<file path="src/rtl/csd_pkg.sv">
// Shared types and character constants for the escape sequence decoder.
package csd_pkg;

	typedef enum logic [1:0] {
		MODE_NORMAL = 2'd0,
		MODE_ESC    = 2'd1,
		MODE_HEX    = 2'd2,
		MODE_OCT    = 2'd3
	} mode_t;

	typedef struct packed {
		mode_t       mode;
		logic [1:0]  count;
		logic [8:0]  accum;
	} state_t;

	localparam state_t STATE_RESET = '{MODE_NORMAL, 2'd0, 9'd0};

	// One result of the decoder as it appears on the output port.
	typedef struct packed {
		logic [7:0] data;
		logic       char_valid;
		logic       run_last;
		logic       string_done;
	} res_t;

	// Everything one input byte produces: up to two results in order.
	typedef struct packed {
		logic [1:0] count;
		res_t       first;
		res_t       second;
	} step_out_t;

	localparam logic [7:0] CH_BSLASH = 8'h5C;
	localparam logic [7:0] CH_0      = 8'h30;
	localparam logic [7:0] CH_7      = 8'h37;
	localparam logic [7:0] CH_9      = 8'h39;
	localparam logic [7:0] CH_LC_A   = 8'h61;
	localparam logic [7:0] CH_LC_F   = 8'h66;
	localparam logic [7:0] CH_UC_A   = 8'h41;
	localparam logic [7:0] CH_UC_F   = 8'h46;
	localparam logic [7:0] CH_B      = 8'h62;
	localparam logic [7:0] CH_F      = 8'h66;
	localparam logic [7:0] CH_N      = 8'h6E;
	localparam logic [7:0] CH_R      = 8'h72;
	localparam logic [7:0] CH_T      = 8'h74;
	localparam logic [7:0] CH_V      = 8'h76;
	localparam logic [7:0] CH_X      = 8'h78;

	localparam logic [7:0] CODE_BS = 8'h08;
	localparam logic [7:0] CODE_FF = 8'h0C;
	localparam logic [7:0] CODE_LF = 8'h0A;
	localparam logic [7:0] CODE_CR = 8'h0D;
	localparam logic [7:0] CODE_HT = 8'h09;
	localparam logic [7:0] CODE_VT = 8'h0B;

endpackage

</file>
<file path="src/rtl/csd_step.sv">
// Combinational decode of one byte: next decoder state and the results it causes.
module csd_step (
	input  csd_pkg::state_t    cur,
	input  logic [7:0]         in_char,
	input  logic               string_end,
	output csd_pkg::state_t    nxt,
	output csd_pkg::step_out_t res
);
	import csd_pkg::*;

	logic       hex_ok;
	logic [3:0] hex_val;
	logic       oct_ok;
	logic       fall;
	mode_t      fall_mode;
	logic       emit_num;
	logic       emit_chr;
	logic       emit_end;
	logic [7:0] num_val;
	logic [7:0] chr_val;
	logic [7:0] end_val;
	logic [1:0] cnt_n;
	logic [8:0] acc_n;
	state_t     st;
	logic [1:0] n;
	res_t       res_a;
	res_t       res_b;

	always_comb begin
		hex_ok  = 1'b1;
		hex_val = 4'd0;
		if (in_char inside {[CH_0:CH_9]}) begin
			hex_val = in_char[3:0];
		end else if (in_char inside {[CH_LC_A:CH_LC_F], [CH_UC_A:CH_UC_F]}) begin
			hex_val = in_char[3:0] + 4'd9;
		end else begin
			hex_ok = 1'b0;
		end
		oct_ok = in_char inside {[CH_0:CH_7]};
	end

	always_comb begin
		st        = cur;
		fall      = 1'b1;
		fall_mode = cur.mode;
		emit_num  = 1'b0;
		emit_chr  = 1'b0;
		num_val   = cur.accum[7:0];
		chr_val   = in_char;
		cnt_n     = cur.count + 2'd1;
		acc_n     = cur.accum;

		case (cur.mode)
			MODE_OCT: begin
				if (oct_ok) begin
					fall  = 1'b0;
					acc_n = {cur.accum[5:0], in_char[2:0]};
					if (cnt_n == 2'd3 || cnt_n == 2'd0) begin
						emit_num = 1'b1;
						num_val  = acc_n[7:0];
						st       = STATE_RESET;
					end else begin
						st = '{MODE_OCT, cnt_n, acc_n};
					end
				end else begin
					emit_num  = 1'b1;
					st        = STATE_RESET;
					fall_mode = MODE_NORMAL;
				end
			end
			MODE_HEX: begin
				if (hex_ok) begin
					fall  = 1'b0;
					acc_n = {cur.accum[4:0], hex_val};
					if (cnt_n[1] || cnt_n == 2'd0) begin
						emit_num = 1'b1;
						num_val  = acc_n[7:0];
						st       = STATE_RESET;
					end else begin
						st = '{MODE_HEX, cnt_n, acc_n};
					end
				end else begin
					// An x escape with no digits emits nothing.
					emit_num  = (cur.count != 2'd0);
					st        = STATE_RESET;
					fall_mode = MODE_NORMAL;
				end
			end
			default: begin
			end
		endcase

		if (fall) begin
			case (fall_mode)
				MODE_NORMAL: begin
					if (in_char == CH_BSLASH) begin
						st.mode = MODE_ESC;
					end else begin
						emit_chr = 1'b1;
					end
				end
				MODE_ESC: begin
					st.mode = MODE_NORMAL;
					case (in_char)
						CH_B: begin emit_chr = 1'b1; chr_val = CODE_BS; end
						CH_F: begin emit_chr = 1'b1; chr_val = CODE_FF; end
						CH_N: begin emit_chr = 1'b1; chr_val = CODE_LF; end
						CH_R: begin emit_chr = 1'b1; chr_val = CODE_CR; end
						CH_T: begin emit_chr = 1'b1; chr_val = CODE_HT; end
						CH_V: begin emit_chr = 1'b1; chr_val = CODE_VT; end
						CH_X: begin
							st = '{MODE_HEX, 2'd0, 9'd0};
						end
						default: begin
							if (oct_ok) begin
								st = '{MODE_OCT, 2'd1, {6'd0, in_char[2:0]}};
							end else begin
								emit_chr = 1'b1;
							end
						end
					endcase
				end
				default: begin
				end
			endcase
		end

		// A number still open at the end of the string is flushed.
		emit_end = string_end &&
			((st.mode == MODE_HEX && st.count != 2'd0) || st.mode == MODE_OCT);
		end_val  = st.accum[7:0];
		nxt      = string_end ? STATE_RESET : st;
	end

	always_comb begin
		n = {1'b0, emit_num} + {1'b0, emit_chr} + {1'b0, emit_end};

		res_a.data        = emit_num ? num_val : (emit_chr ? chr_val : end_val);
		res_a.char_valid  = 1'b1;
		res_a.run_last    = (n == 2'd1);
		res_a.string_done = (n == 2'd1) && string_end;

		res_b.data        = (emit_num && emit_chr) ? chr_val : end_val;
		res_b.char_valid  = 1'b1;
		res_b.run_last    = 1'b1;
		res_b.string_done = string_end;

		// A final byte that decodes to nothing still closes the string.
		if (string_end && n == 2'd0) begin
			n     = 2'd1;
			res_a = '{8'd0, 1'b0, 1'b1, 1'b1};
		end

		res.count  = n;
		res.first  = res_a;
		res.second = res_b;
	end

endmodule

</file>
<file path="src/rtl/c_escape_sequence_decoder_core.sv">
// A byte accepted into the input stage register is decoded from there, and its results go
// into the result register, which drives the output. Throughput: one byte per cycle while
// the result register has room, which a byte with two results fills.
// The output side drains one result per unstalled cycle from a two-entry result register.
// Reset: arst_n asynchronously clears the decoder state, the input stage valid
// and the result fill count; payload registers are not reset.
module c_escape_sequence_decoder_core (
	input  logic       clk,
	input  logic       arst_n,
	input  logic       item_valid,
	output logic       item_stall,
	input  logic [7:0] in_char,
	input  logic       string_end,
	output logic       result_valid,
	input  logic       result_stall,
	output logic [7:0] out_char,
	output logic       char_valid,
	output logic       run_last,
	output logic       string_done
);
	import csd_pkg::*;

	logic       valid_s1;
	logic [7:0] char_s1;
	logic       end_s1;
	state_t     state_q;
	state_t     state_nxt;
	step_out_t  step_res;
	res_t       entry0_q;
	res_t       entry1_q;
	logic [1:0] fill_q;
	logic       out_xfer;
	logic       item_xfer;
	logic       room;
	logic       fire;

	csd_step u_step (
		.cur        (state_q),
		.in_char    (char_s1),
		.string_end (end_s1),
		.nxt        (state_nxt),
		.res        (step_res)
	);

	assign result_valid = (fill_q != 2'd0);
	assign out_xfer     = result_valid && !result_stall;
	// The result register can take a new pair once its last entry leaves.
	assign room         = (fill_q == 2'd0) || (fill_q == 2'd1 && out_xfer);
	assign fire         = valid_s1 && (step_res.count == 2'd0 || room);
	assign item_stall   = valid_s1 && !fire;
	assign item_xfer    = item_valid && !item_stall;

	always_ff @(posedge clk or negedge arst_n) begin
		if (!arst_n) begin
			valid_s1 <= 1'b0;
			state_q  <= STATE_RESET;
			fill_q   <= 2'd0;
		end else begin
			if (item_xfer) begin
				valid_s1 <= 1'b1;
			end else if (fire) begin
				valid_s1 <= 1'b0;
			end
			if (fire) begin
				state_q <= state_nxt;
			end
			if (fire && step_res.count != 2'd0) begin
				fill_q <= step_res.count;
			end else if (out_xfer) begin
				fill_q <= fill_q - 2'd1;
			end
		end
	end

	always_ff @(posedge clk) begin
		if (item_xfer) begin
			char_s1 <= in_char;
			end_s1  <= string_end;
		end
		if (fire && step_res.count != 2'd0) begin
			entry0_q <= step_res.first;
			entry1_q <= step_res.second;
		end else if (out_xfer) begin
			entry0_q <= entry1_q;
		end
	end

	assign out_char    = entry0_q.data;
	assign char_valid  = entry0_q.char_valid;
	assign run_last    = entry0_q.run_last;
	assign string_done = entry0_q.string_done;

endmodule

</file>
<file path="config.mk">
export PLATFORM = sky130hd
export DESIGN_NAME = c_escape_sequence_decoder_core
export DESIGN_NICKNAME = d
export VERILOG_FILES = /design/src/rtl/csd_pkg.sv /design/src/rtl/csd_step.sv /design/src/rtl/c_escape_sequence_decoder_core.sv
export SDC_FILE = /design/constraint.sdc
export NUM_CORES = 1
export LEC_CHECK = 0
export BUFFER_PORTS_ARGS = -buffer_cell sky130_fd_sc_hd__buf_2
export CAP_MARGIN = 20
export CORE_ASPECT_RATIO = 1.25
export CORE_MARGIN = 4
export CORE_UTILIZATION = 60
export DETAILED_ROUTE_END_ITERATION = 8
export GPL_ROUTABILITY_DRIVEN = 0
export GPL_TIMING_DRIVEN = 0
export PLACE_DENSITY = 0.75
export SLEW_MARGIN = 30
export SYNTH_ARGS = -nofsm -noshare
export SYNTH_HDL_FRONTEND = slang
export SYNTH_HIERARCHICAL = 1
export SYNTH_SLANG_ARGS = --single-unit
</file>
<file path="constraint.sdc">
create_clock -name clk -period 10.05 [get_ports clk]
set_input_delay 1.005 -clock clk [delete_from_list [all_inputs] [get_ports clk]]
set_output_delay 1.005 -clock clk [all_outputs]
set_load 0.02 [all_outputs]
</file>
==> results.md <==
* Status: finished clean
* Pwr Total at about 0.70 mW
* CP arrival at between 4 and 5 ns
* Static Leak at around 1.5 nW
* Cell count after synthesis at about 360
* Synth Area per Inst at between 9 and 10 um^2
* RSZ-0062 raised after global routing: false
* Routed wire length at around 8.3 mm
* Top layer in use: met4
* Crit path capture type: primary output
* Worst-Margin Slew at approximately 0.94 ns
* Hold depth at 1
* Final nets at slightly above 400
* Starting Density at 0.627
* Mean routed wirelength per cell at about 18 um
* PD cells at around 190 nW/um^2
* Clock Skews at between 0.008 and 0.009 ns
* Detailed placement HPWL at roughly 6.4 mm
* Share of cells above drive strength 1 at 0.222
* Drt drc at 0
* Final ANT Viol Nets at 0
* Syn Std Cell Area at around 3500 um^2
* Worst hold start: state_q[12]$_DFFE_PN0N_
* Rows at 30
* GRT Total Usage at 0.242
* Pins Over Slew Limit at 0
* Largest net degree at the start of global routing at 16
* Sink Count at 46
* Vias per Instance at about 6.5
* WL met1 at between 3 and 4 mm
* Worst relative slew slack at 0.368
* H-tree levels at 2
* Startpoint types: flip-flop
* Routed wl met3 at around 610 um
* Yosys warning count at 6
* Maxcap violations at 0
* Die height at ~93 um
* Hold EP: state_q[12]$_DFFE_PN0N_
* Max VDD drop at 0.114 mV
* Vias at about 2900
* Critical path's slowest cell: edfxtp_1
* Post-cts sizing count at 0
* Initial DRC Count at 238
* Final worst-path cycle share at 0.516
* R2R Path End: out_char[6]$_DFFE_PP_
* Overflow after GRT at 0
* CP Class: reg2out
* Worst Reg-to-Reg Cells at 18
* CTS tree: built
* Worst EP required at 9.05 ns
* Vias in the first global route at approximately 2800
* Final min period at a little over 5 ns
* Total CTS buffers at 5
* Setup violators final at 0
* Filler cells at 443
* CP Max Fanout at 10
* Global-route wire length before repair at roughly 14 mm
* FMAX at between 0.15 and 0.2 GHz
* Flop2flop setup slack at 5.20 ns
* Initial antenna violation count at 0
* Worst-Skew Late Latency at about 0.30 ns
* Die area at slightly above 7000 um^2
* Number of buffers added on ports at 25
* Cells along the critical path: inv_1 > ha_1 > o21bai_1 > a21oi_1 > a21oi_4 > nor2_2 > a21oi_1 > o211ai_1 > and3_1 > fa_1 > nand2b_1 > nand2b_1 > o21ai_2 > nor2_1 > buf_2
* Cts hold-fix bufs at 0
* Clk slew on worst S/H paths at ~0.09 ns
* Endpoints failing hold at 0
* Reg area at about 1300 um^2
* DR pass1 iterations at 5
* Die W at approximately 76 um
* Area of the multi-input gates at between 1500 and 2000 um^2
* Diode count at 0
* P&R area growth vs syn at 9.37%
* CTS Buffer Depth at 2
* RR Startpoint: char_s1[0]$_DFFE_PP_
* Worst Hold Class: reg2reg
* IO Count at 26
* Root Driver: clkbuf_8
* Fin Setup TNS at 0 ns
* Setup bufs post-CTS at 0
* Core area at 5520 um^2
* Crit-path max cell delay at between 0.5 and 0.6 ns
* Met2 wire length at about 4.0 mm
==> registers in the layout, summed over array words and instances, names as in the netlist <==
name         flops
state_q         12
entry1_q        11
char_s1          8
out_char         8
fill_q           2
char_valid       1
end_s1           1
run_last         1
string_done      1
valid_s1         1
==> per-layer routing <==
metal | vias to the layer above | global-route usage
li1 | 1391 | -
met1 | 1366 | 0.291
met2 | 147 | 0.401
met3 | 38 | 0.0486
met4 | 0 | 0.135
met5 | - | 0
==> worst max path at each step <==
| stage | to | start |
|---|---|---|
| final | item_stall | char_s1[0]$_DFFE_PP_ |
| after global routing | item_stall | char_s1[0]$_DFFE_PP_ |
| after CTS | item_stall | char_s1[0]$_DFFE_PP_ |
| after detailed placement | item_stall | char_s1[0]$_DFFE_PP_ |
| after global placement | item_stall | char_s1[0]$_DFFE_PP_ |
| after floorplan | item_stall | char_s1[0]$_DFFE_PP_ |
==> layout make-up <==
type / count / area share
Sequential cell: 46 / 0.345
Buffer: 23 / 0.0334
Tap cell: 64 / 0.0212
Inverter: 14 / 0.0139
Clock inverter: 3 / 0.0106
Clock buffer: 5 / 0.0182
Multi-Input combinational cell: 276 / 0.524
Timing Repair Buffer: 25 / 0.0331
==> cell usage in the layout (no fill, tap or decap), types with 3 or more instances in the layout <==
cell type,instances
mux2_4,9
edfxtp_1,31
dfrtp_1,15
buf_2,30
buf_4,3
a311oi_1,3
clkbuf_8,5
o21ai_0,15
mux2i_1,9
nor2_1,39
mux2_2,14
a211o_1,4
clkbuf_1,11
and2_1,3
nand3_1,8
or3_1,8
and3_1,9
a221oi_1,4
nand2b_1,5
nor3_1,9
a31oi_1,9
o22ai_1,3
a21oi_1,13
inv_1,13
buf_6,3
a21o_1,5
nor2b_1,8
ha_1,9
nor4_1,4
nand2_1,25
o211ai_1,5
==> power by group <==
part | internal, mW | leakage (nW) | switching, mW
logic | 0.122 | 0.933 | 0.157
clock network | 0.0732 | 0.0579 | 0.0622
registers | 0.264 | 0.496 | 0.0256
==> stage by stage <==
stage                util  cell area (um^2)  std cells  setup slack, ns  hold WS [ns]
floorplan               -              3460        359             5.82         0.500
global placement    0.665              3670        448             5.31         0.516
detailed placement  0.665              3670        448             5.28         0.524
CTS                 0.685              3780        456             4.93         0.545
global route        0.685              3780        456             4.51         0.565
finish              0.685              3780        456             4.86         0.541
==> critical path: cells and delay by family, from the launching register on <==
kind            cells  cell delay (ns)
buf+inv             2             0.40
simple gates        5             0.98
compound gates      6             1.24
flops               1             0.52
fa+ha+maj           2             0.75
No activity file was read; power rests on OpenSTA's default activity.
